===== src/hw/rtl/tcgr_pkg.sv =====
// ----------------------------------------------------------------------------
// tcgr_pkg
// Constants and types of the text cell glyph renderer.
// ----------------------------------------------------------------------------
package tcgr_pkg;

	localparam int COLUMNS     = 128;
	localparam int ROWS        = 64;
	localparam int GLYPH_ROWS  = 14;
	localparam int GLYPH_WIDTH = 8;

	localparam int CELLS    = COLUMNS * ROWS;
	localparam int CELL_AW  = (CELLS > 1) ? $clog2(CELLS) : 1;
	localparam int COL_AW   = (COLUMNS > 1) ? $clog2(COLUMNS) : 1;
	localparam int ROW_AW   = (ROWS > 1) ? $clog2(ROWS) : 1;
	localparam int LINE_W   = 4;
	localparam int GLYPH_AW = 12;

	typedef enum logic [1:0] {
		REQ_CELL  = 2'd0,
		REQ_GLYPH = 2'd1,
		REQ_INVAL = 2'd2,
		REQ_NONE  = 2'd3
	} req_t;

	typedef enum logic [2:0] {
		ST_IDLE  = 3'b001,
		ST_CHECK = 3'b010,
		ST_EMIT  = 3'b100
	} state_t;

	// Lookup result of the cell copy store.
	typedef struct packed {
		logic valid;
		logic same;
	} cell_status_t;

	// Control of the row engine.
	typedef struct packed {
		logic load;
		logic step;
	} row_ctrl_t;

endpackage


===== src/hw/rtl/tcgr_row_unit.sv =====
// ----------------------------------------------------------------------------
// tcgr_row_unit
// Row engine reused for every pixel row of a cell: advances the line count
// and pixel line, and expands one glyph byte into eight color indices.
// ----------------------------------------------------------------------------
module tcgr_row_unit import tcgr_pkg::*; (
	input  logic              clk,
	input  logic              arst_n,
	input  row_ctrl_t         ctrl,
	input  logic [5:0]        cell_row,
	input  logic [7:0]        bits,
	input  logic [3:0]        fg,
	input  logic [3:0]        bg,
	output logic [LINE_W-1:0] line,
	output logic [9:0]        y,
	output logic              last,
	output logic [31:0]       word
);

	logic [LINE_W-1:0] line_q;
	logic [9:0]        y_q;

	always_ff @(posedge clk or negedge arst_n) begin
		if (!arst_n) begin
			line_q <= '0;
			y_q    <= '0;
		end else if (ctrl.load) begin
			line_q <= '0;
			y_q    <= 10'(32'(cell_row) * GLYPH_ROWS);
		end else if (ctrl.step) begin
			line_q <= line_q + LINE_W'(1);
			y_q    <= y_q + 10'd1;
		end
	end

	// Leftmost pixel comes from bit 7 and lands in the top nibble.
	always_comb begin
		for (int i = 0; i < GLYPH_WIDTH; i++)
			word[4*i +: 4] = bits[i] ? fg : bg;
	end

	assign line = line_q;
	assign y    = y_q;
	assign last = (line_q == LINE_W'(GLYPH_ROWS - 1));

endmodule


===== config.mk =====
export PLATFORM = sky130hd
export DESIGN_NAME = tcgr_row_unit
export DESIGN_NICKNAME = d
export VERILOG_FILES = /design/src/hw/rtl/tcgr_pkg.sv /design/src/hw/rtl/tcgr_row_unit.sv
export SDC_FILE = /design/constraint.sdc
export NUM_CORES = 1
export LEC_CHECK = 0
export ABC_AREA = 1
export BUFFER_PORTS_ARGS = -buffer_cell sky130_fd_sc_hd__clkbuf_2
export CAP_MARGIN = 40
export CORE_MARGIN = 1
export CORE_UTILIZATION = 48
export CTS_BUF_LIST = sky130_fd_sc_hd__clkbuf_8
export DETAILED_ROUTE_END_ITERATION = 16
export PLACE_DENSITY = 0.94
export SYNTH_ARGS = -nofsm -noshare
export SYNTH_HDL_FRONTEND = slang
export SYNTH_SLANG_ARGS = --single-unit

===== constraint.sdc =====
create_clock -name clk -period 1.7 [get_ports clk]
set_input_delay 0.17 -clock clk [delete_from_list [all_inputs] [get_ports clk]]
set_output_delay 0.17 -clock clk [all_outputs]
set_load 0.03 [all_outputs]

==> results of run 1 <==
[per-stage QoR]
step	setup slack (ns)	power, µW	cells	hold WS [ns]
finish	0.0924	1740	357	0.286
global route	-0.0137	1860	357	0.294
CTS	0.0512	1710	357	0.291
detailed placement	-0.204	1380	352	0.0955
global placement	-0.157	1350	352	0.0929
floorplan	0.0129	1080	235	-0.126
[power by group through the flow]
stage                     clock, µW  sequential [µW]  combinational (µW)
after global routing            344              497                1020
after global placement            0              485                 864
after detailed placement          0              489                 894
final                           324              489                 924
after CTS                       323              484                 901
after floorplan                   0              602                 480
[path summary, 6_finish.rpt]
| path | from | end | slack [ns] | cells after the start |
|---|---|---|---|---|
| setup / recovery | cell_row[1] | y[7] | 0.09 | 11 |
| hold / removal | ctrl[0] | y[5] | 0.29 | 3 |
| setup reg to reg | y[1] | y[4] | 0.32 | 6 |
| hold reg to reg | line[3] | line[3] | 0.56 | 3 |
| max in group asynchronous | arst_n | y[9] | 1.08 | 2 |
| min in group asynchronous | arst_n | y[3] | 0.36 | 2 |
[Yosys cell counts]
cell,n
o21ai_1,4
nand4_1,1
nand3_1,14
inv_1,22
dfrtp_1,14
a21oi_1,8
nor2_4,2
nand3_2,1
nor4_2,1
xor2_1,4
fa_1,6
ha_1,11
nor2_2,2
inv_2,4
nor2_1,18
o21ai_0,32
clkbuf_1,4
and3_1,1
a21oi_2,1
o22ai_1,1
nand2_1,79
buf_2,1
nor3b_1,1
a22oi_1,2
buf_6,1
[metal layers]
| layer | share of wire | global-route usage | up-vias | wire length [µm] |
|---|---|---|---|---|
| met5 | 0 | 0 | - | 0 |
| met4 | 0.019 | 0.0714 | 0 | 80 |
| met3 | 0.084 | 0.0659 | 13 | 345 |
| met2 | 0.49 | 0.465 | 92 | 2010 |
| met1 | 0.41 | 0.283 | 783 | 1680 |
| li1 | - | - | 920 | - |
[area by class of cell]
| type | count | area, µm² | share of cell area |
|---|---|---|---|
| Tap cell | 44 | 55.1 | 0.0267 |
| Inverter | 26 | 97.6 | 0.0473 |
| Clock buffer | 4 | 55.1 | 0.0267 |
| Sequential cell | 14 | 350 | 0.170 |
| Timing Repair Buffer | 80 | 423 | 0.205 |
| Multi-Input combinational cell | 189 | 1080 | 0.525 |
[logic make-up after synthesis]
kind of cell / after synthesis / synth area share
AOI/OAI and AO/OA: 48 / 0.163
xor gates and xnor gates: 4 / 0.0228
adders and majority gates: 17 / 0.168
DFF: 14 / 0.228
buffers and inverters: 32 / 0.0840
and+or+nand+nor: 120 / 0.334
[worst min-delay path: stages]
cell	delay, ns
clkbuf_2	0.17
nand2_1	0.10
a21oi_1	0.06
[repair_timing]
item | 4_1_cts | 5_1_grt
hold buffers | 1 | 0
setup endpoints to repair | 0 | 3
gates resized for setup | 0 | 6
endpoints found under the hold margin | 14 | 0
[state kept, by name, summed over array words and instances, names as in the netlist]
name	flops
y	10
line	4
[placed cells by master, fill, tap and decap left out, drive strengths merged]
cell	synthesis	final
a21oi	9	9
inv	26	26
o21ai	36	36
nand2	79	79
dlygate4sd3	0	1
nor3b	1	1
buf	2	8
a22oi	2	2
nand4	1	1
ha	11	11
xor2	4	4
nor2	22	22
clkbuf	4	75
o22ai	1	1
fa	6	6
nand3	15	15
dfrtp	14	14
nor4	1	1
and3	1	1
==> flow_summary_export.csv, run 1 <==
group,metric,value,unit
finish,syn2layout_area_growth,34.6,%
pwr,leakage,0.00111,µW
detailed_routing,dr_total_vias,1808,
cts,clockBufferDepth,2,
floorplan,start_util,0.502,
detailed_routing,first_pass_iters,4,
sta,relSlewSlack,0.764,
synthesis,seq_area_frac_synth,0.228,
worst_setup_path,worstPathRequired,1.88,ns
placed_design,post-dp-hpwl,3.27,mm
hold_path,hold_class,"in -> reg",
synthesis,syn_area_per_cell,6.53,µm²
worst_setup_path,crit_type,"in -> reg",
sta,finalMaxSlewViolations,0,
cts,clock_latency,0.25,ns
cts,clock-sinks,14,
worst_setup_path,worstPathBufferInverterCount,1,
flow_run,maxCapViolations,0,
worst_setup_path,path_max_fanout,3,
worst_setup_path,start_kind,"input pin",
synthesis,ys_types,25,
sta,setup_violations,0,
outcome,status,"finished clean",
pwr,pwr-share-comb,0.532,
worst_setup_path,crit_chain,"buf_2 > fa_1 > ha_2 > fa_2 > nand3_2 > nand2_1 > nand2_1 > nand3_1 > nand2_1 > nand2_1 > nand2_1",
worst_setup_path,critPathSlowestCell,"fa_1",
synthesis,ys_ff_latch,14,
finish,utilization,0.676,
global_route,grt_max_degree,15,
floorplan,die_x,58.5,µm
worst_setup_path,path_delay_family,"adder cells",
worst_setup_path,cpMostUsedCell,"nand2_1",
detailed_routing,drtAntennaViolNets,0,
placed_design,gp_congestion,0.854,
sta,worst_pin_slew,0.353,ns
finish,fin_area,0.00206,mm²
synthesis,yosys.area.top_type_share,0.228,
detailed_routing,drtIter0Drc,99,
pwr,p_int,906,µW
pwr,switching_share,0.478,
global_route,grt_pass1_vias,1584,
sta,grt_setup_unrepaired,"yes",
floorplan,ioPinCount,73,
worst_setup_path,cp-end-kind,"register",
placed_design,placed_cell_area,0.00197,mm²
finish,n_antenna_cell,0,
global_route,antenna_found_initial,0,
pwr,p_sw,831,µW
sta,fin_skew,0.00354,ns
synthesis,syn_inst,235,
cts,cts_tree,"built",
finish,finalNetCount,357,
synthesis,synthTopCellsByArea,"dfrtp_1, nand2_1, o21ai_0",
global_route,grt_first_pass_wirelength,6.69,mm
detailed_routing,wirelength,4.11,mm
sta,period_minus_slack,1.61,ns
cts,clkTransAtPathRegs,0.06,ns
synthesis,yosysWarnings,0,
worst_setup_path,crit_path_max_incr_delay,0.46,ns
global_route,track_usage,0.251,
floorplan,die_area,0.00343,mm²
floorplan,num_rows,20,
sta,max_freq,0.622,GHz
detailed_routing,wl_per_cell,11.5,µm
pwr,ir_worst_vdd,0.000829,V
floorplan,coreArea,0.00305,mm²
detailed_routing,vias_per_cell,5.06,
cts,cts_made_buffers,3,
sta,period_share,0.946,
worst_setup_path,arrival,1.79,ns
cts,h-tree-depth,1,
synthesis,syn_nets,278,
pwr,clock_power_share,0.186,
pwr,powerDensity,841,mW/mm²
synthesis,yosys.area.top_type,"dfrtp_1",
finish,drive_above_1_share,0.319,
pwr,power_frac_seq,0.281,
finish,n_fill_cell,272,
sta,setup_tns,0,ns
placed_design,port_buffers,72,
synthesis,synth_area,0.00153,mm²
global_route,overflow,0,
cts,clockRootBuffer,"clkbuf_8",
floorplan,fp.dieH,58.5,µm
cts,post_cts_buffers,0,
detailed_routing,drc,0,
sta,hold_viol,0,
Note: power is estimated with default switching activity, not from simulation.
==> inputs of run 2 (changes only) <==
- CAP_MARGIN: 40 -> 20
- MAX_ROUTING_LAYER: not set -> met4
==> run 2 against run 1 <==
  * First-iteration DRC count is the same
  * Worst hold slack gained 0.0032 ns
  * Final cell count is the same
  * Global-route usage grew 0.76 points
  * Flip-flop and latch count is the same
  * Critical path depth is the same
  * Sequential share of layout area is the same
  * Routed wire length shrank 0.19%
  * Clock power is essentially flat
  * Clock skew shrank 0.00054 ns
==> flow_summary_export.csv, run 2 (synthesis results as in run 1) <==
group,metric,value,unit
finish,finalNetCount,357,
worst_setup_path,critPathLaunch,"cell_row[1]",
worst_setup_path,worstPathRequired,1.88,ns
cts,clock-sinks,14,
global_route,grt_first_pass_wirelength,6.69,mm
floorplan,coreArea,0.00305,mm²
detailed_routing,drtIter0Drc,99,
floorplan,ioPinCount,73,
hold_path,min-delay-start,"ctrl[0]",
cts,clockRootBuffer,"clkbuf_8",
sta,relSlewSlack,0.764,
worst_setup_path,crit_chain,"buf_2 > fa_1 > ha_2 > fa_2 > nand3_2 > nand2_1 > nand2_1 > nand3_1 > nand2_1 > nand2_1 > nand2_1",
cts,clockBufferDepth,2,
placed_design,post-dp-hpwl,3.27,mm
floorplan,start_util,0.502,
sta,fin_skew,0.00300,ns
floorplan,fp.dieH,58.5,µm
worst_setup_path,path_delay_family,"adder cells",
global_route,overflow,0,
pwr,pwr-share-comb,0.533,
sta,period_minus_slack,1.61,ns
sta,worst_pin_slew,0.353,ns
pwr,p_int,905,µW
worst_setup_path,arrival,1.79,ns
detailed_routing,first_pass_iters,4,
global_route,top_usage_layer,"met2",
sta,period_share,0.945,
cts,h-tree-depth,1,
sta,grt_setup_unrepaired,"yes",
global_route,use_met1,0.288,
outcome,status,"finished clean",
worst_setup_path,timing.rr.start,"y[1]",
pwr,switching_share,0.478,
finish,final_cell_mix,"nand2_1, clkbuf_2, o21ai_0",
pwr,p_total,1740,µW
worst_setup_path,crit_type,"in -> reg",
worst_setup_path,path_max_fanout,3,
sta,setup_tns,0,ns
pwr,power_frac_seq,0.281,
floorplan,die_x,58.5,µm
detailed_routing,drc,0,
global_route,grt_max_degree,15,
worst_setup_path,cp-end-kind,"register",
placed_design,placed_cell_area,0.00197,mm²
global_route,antenna_found_initial,0,
sta,finalMaxSlewViolations,0,
finish,final_common_cell,"nand2_1",
placed_design,gp_congestion,0.868,
finish,drive_above_1_share,0.319,
pwr,powerDensity,841,mW/mm²
detailed_routing,wirelength,4.10,mm
cts,cts_tree,"built",
placed_design,port_buffers,72,
global_route,use_met3,0.0593,
worst_setup_path,cpMostUsedCell,"nand2_1",
global_route,track_usage,0.259,
global_route,use_met2,0.465,
worst_setup_path,critPathSlowestCell,"fa_1",
cts,clkTransAtPathRegs,0.06,ns
sta,setup_violations,0,
pwr,leakage,0.00111,µW
detailed_routing,wl_per_cell,11.5,µm
hold_path,hold_class,"in -> reg",
sta,hold_viol,0,
pwr,p_sw,830,µW
pwr,clock_power_share,0.186,
floorplan,die_area,0.00343,mm²
floorplan,num_rows,20,
pwr,ir_worst_vdd,0.000830,V
finish,fin_area,0.00206,mm²
detailed_routing,drtAntennaViolNets,0,
cts,cts_made_buffers,3,
sta,max_freq,0.622,GHz
cts,clock_latency,0.25,ns
global_route,grt_pass1_vias,1585,
finish,largest_reg_flops,10,
finish,syn2layout_area_growth,34.6,%
worst_setup_path,crit_path_max_incr_delay,0.46,ns
finish,n_antenna_cell,0,
worst_setup_path,start_kind,"input pin",
worst_setup_path,worstPathBufferInverterCount,1,
detailed_routing,vias_per_cell,5.07,
flow_run,maxCapViolations,0,
detailed_routing,dr_total_vias,1811,
==> run 2: per-layer routing <==
| metal | up-vias | routed length, µm |
|---|---|---|
| met3 | 11 | 332 |
| met2 | 97 | 2030 |
| li1 | 923 | - |
| met4 | 0 | 63 |
| met5 | - | 0 |
| met1 | 780 | 1680 |
==> run 2: cell type report <==
class / instances / area (µm²)
tap: 44 / 55.1
timing repair buffer: 80 / 423
multi-input combinational: 189 / 1080
sequential: 14 / 350
fill: 272 / 988
clock buffer: 4 / 55.1
inverter: 26 / 97.6
==> run 2: power by group through the flow <==
stage,Clock (µW),Sequential (µW),Combinational (µW)
after floorplan,0,602,480
after global placement,0,485,864
after detailed placement,0,489,894
after CTS,323,484,901
after global routing,344,497,1020
final,323,488,924
==> run 2: final timing paths <==
kind,end,slack (ns),cells after the start
setup / recovery,y[7],0.09,11
hold / removal,y[5],0.29,3
setup reg to reg,y[4],0.31,6
hold reg to reg,line[3],0.56,3
max in group asynchronous,y[9],1.08,2
min in group asynchronous,y[3],0.36,2
==> run 2: worst reg2reg max path, stage by stage, from the launching register on <==
cell and delay, ns:
dfrtp_1 0.43, ha_1 0.26, inv_1 0.08, nor2_2 0.15, nand2_1 0.09, xor2_1 0.19, a21oi_2 0.07
==> run 2: per-stage QoR <==
step | utilization | instances | setup slack (ns) | hold slack (ns)
2_1_floorplan | - | 235 | 0.0129 | -0.126
3_3_place_gp | 0.646 | 352 | -0.157 | 0.0929
3_5_place_dp | 0.646 | 352 | -0.204 | 0.0955
4_1_cts | 0.668 | 357 | 0.0512 | 0.291
5_1_grt | 0.676 | 357 | -0.0137 | 0.294
6_report | 0.676 | 357 | 0.0933 | 0.290
==> run 2: what timing repair did <==
item,CTS,global route
hold buffers,1,0
gates resized for setup,0,6
hold endpoints to repair,14,0
setup endpoints to repair,0,3
setup buffers,0,0
==> inputs of run 3 (changes only) <==
- CORE_UTILIZATION: 48 -> 52
- PLACE_DENSITY: 0.94 -> 0.95
- clock period: 1.7 -> 1.9 ns (I/O delays scaled with it)
==> run 3 against run 2 <==
  * Non-clock buffer count fell by 3
  * Die area fell by 7.4%
  * Routed wire length fell by 1.3%
  * Utilization rose by 4.2 points
  * Total power fell by 12%
  * Register-to-register slack improved by 0.16 ns
  * Largest power group unchanged
  * Flip-flop and latch count did not move
  * Sequential power fell by 10%
  * Cell area fell by 3.3%
  * Via count rose by 1.3%
  * Critical path type unchanged
==> flow_summary_export.csv, run 3 (synthesis results as in run 1) <==
group,metric,value,unit
outcome,status,"finished clean",
hold_path,min_path_cells,3,
hold_path,hold_class,"in -> reg",
global_route,grt_first_pass_wirelength,6.72,mm
detailed_routing,wirelength,4.05,mm
detailed_routing,vias_per_cell,5.38,
worst_setup_path,start_kind,"input pin",
floorplan,fp.dieH,56.3,µm
finish,syn2layout_area_growth,30.2,%
hold_path,min-delay-start,"ctrl[0]",
worst_setup_path,crit_type,"in -> reg",
cts,post_cts_buffers,0,
cts,h-tree-depth,1,
floorplan,start_util,0.552,
global_route,antenna_found_initial,0,
detailed_routing,dr_total_vias,1834,
finish,drive_above_1_share,0.294,
cts,clock-sinks,14,
cts,clkTransAtPathRegs,0.06,ns
floorplan,ioPinCount,73,
finish,final_common_cell,"nand2_1",
detailed_routing,first_pass_iters,4,
global_route,track_usage,0.276,
global_route,grt_pass1_vias,1590,
worst_setup_path,path_max_fanout,3,
placed_design,port_buffers,72,
sta,worst_pin_slew,0.356,ns
sta,finalMaxSlewViolations,0,
sta,setup_violations,0,
cts,clockBufferDepth,2,
worst_setup_path,r2r_cells,9,
detailed_routing,drc,0,
sta,grt_setup_unrepaired,"no",
worst_setup_path,r2r-end,"y[8]",
pwr,leakage,0.00110,µW
worst_setup_path,cpMostUsedCell,"nand2_1",
detailed_routing,wl_per_cell,11.9,µm
finish,n_antenna_cell,0,
detailed_routing,drtIter0Drc,189,
sta,hold_viol,0,
global_route,overflow,0,
sta,worst_slack,0.157,ns
sta,relSlewSlack,0.763,
cts,cts_made_buffers,3,
cts,cts_tree,"built",
placed_design,post-dp-hpwl,3.20,mm
pwr,ir_worst_vdd,0.00104,V
flow_run,maxCapViolations,0,
global_route,grt_max_degree,15,
cts,clockRootBuffer,"clkbuf_8",
floorplan,die_x,56.3,µm
sta,fin_skew,0.000955,ns
worst_setup_path,timing.rr.start,"y[1]",
finish,largest_reg_flops,10,
floorplan,coreArea,0.00278,mm²
floorplan,die_area,0.00317,mm²
hold_path,min_to,"y[5]",
pwr,powerDensity,763,mW/mm²
sta,setup_tns,0,ns
sta,period_share,0.917,
worst_setup_path,crit_chain,"clkbuf_2 > fa_1 > ha_1 > fa_1 > nand3_1 > nand2_1 > nand2_1 > nand3_1 > nand2_1 > nand2_1 > nand2_1",
worst_setup_path,regToRegSetupSlack,0.47,ns
worst_setup_path,critPathSlowestCell,"fa_1",
detailed_routing,drtAntennaViolNets,0,
worst_setup_path,crit_path_max_incr_delay,0.46,ns
placed_design,pre_cts_ws,-0.0887,ns
worst_setup_path,arrival,1.93,ns
placed_design,gp_congestion,0.912,
cts,clock_latency,0.25,ns
sta,max_freq,0.574,GHz
finish,finalNetCount,354,
finish,utilization,0.718,
floorplan,num_rows,19,
worst_setup_path,worstPathRequired,2.09,ns
worst_setup_path,cp-end-kind,"register",
sta,period_minus_slack,1.74,ns
finish,final_cell_mix,"nand2_1, clkbuf_2, o21ai_0",
==> run 3: cell types whose count changed in the layout (fill, tap and decap cells not counted) <==
cell      delta
a21oi_1      +1
a21oi_2      -1
buf_2        -1
buf_4        -3
clkbuf_2     +1
fa_1         +2
fa_2         -2
ha_1         +2
ha_2         -1
ha_4         -1
nand3_1      +1
nand3_2      -1
==> run 3: power by group <==
group          leakage (µW)  internal, µW  total, µW  switching (µW)
registers          0.000172           356        439            83.2
clock network     0.0000288           184        294             110
logic              0.000895           246        790             544
==> run 3: area by class of cell <==
class,instances,area [µm²]
Timing Repair Buffer,77,400
Multi-Input combinational cell,189,1050
Fill cell,224,785
Tap cell,31,38.8
Clock buffer,4,55.1
Inverter,26,97.6
Sequential cell,14,350
==> run 3: worst max-delay path by stage <==
stage	cells after the start	start	endpoint	slack, ns
floorplan	9	cell_row[0]	y[7]	0.14
global placement	10	cell_row[1]	y[7]	-0.03
detailed placement	11	cell_row[1]	y[7]	-0.09
CTS	11	cell_row[1]	y[7]	0.17
global route	11	cell_row[0]	y[7]	0.08
finish	11	cell_row[1]	y[7]	0.16
==> run 3: metrics by stage <==
| stage | std cells | hold WS [ns] | area, µm² | total power, µW |
|---|---|---|---|---|
| after detailed placement | 336 | 0.113 | 1930 | 1220 |
| after floorplan | 235 | -0.106 | 1530 | 967 |
| after global placement | 336 | 0.110 | 1930 | 1200 |
| after CTS | 341 | 0.285 | 2000 | 1520 |
| after global routing | 341 | 0.309 | 2000 | 1620 |
| final | 341 | 0.294 | 2000 | 1520 |
==> run 3: layer usage <==
layer | global-route usage | share of wire | up-vias
li1 | - | - | 907
met1 | 0.308 | 0.39 | 805
met2 | 0.503 | 0.50 | 105
met3 | 0.0507 | 0.081 | 17
met4 | 0.0767 | 0.024 | 0
met5 | - | 0 | -
==> run 3: worst max-delay path, delay by kind of cell <==
family                     cells  cell delay (ns)
buffers and inverters          1             0.12
adders and majority gates      3             1.10
and+or+nand+nor                7             0.52
==> run 3: timing repair <==
item / 4_1_cts / 5_1_grt
resized for setup: 0 / 0
hold endpoints to repair: 14 / 0
hold buffers: 1 / 0
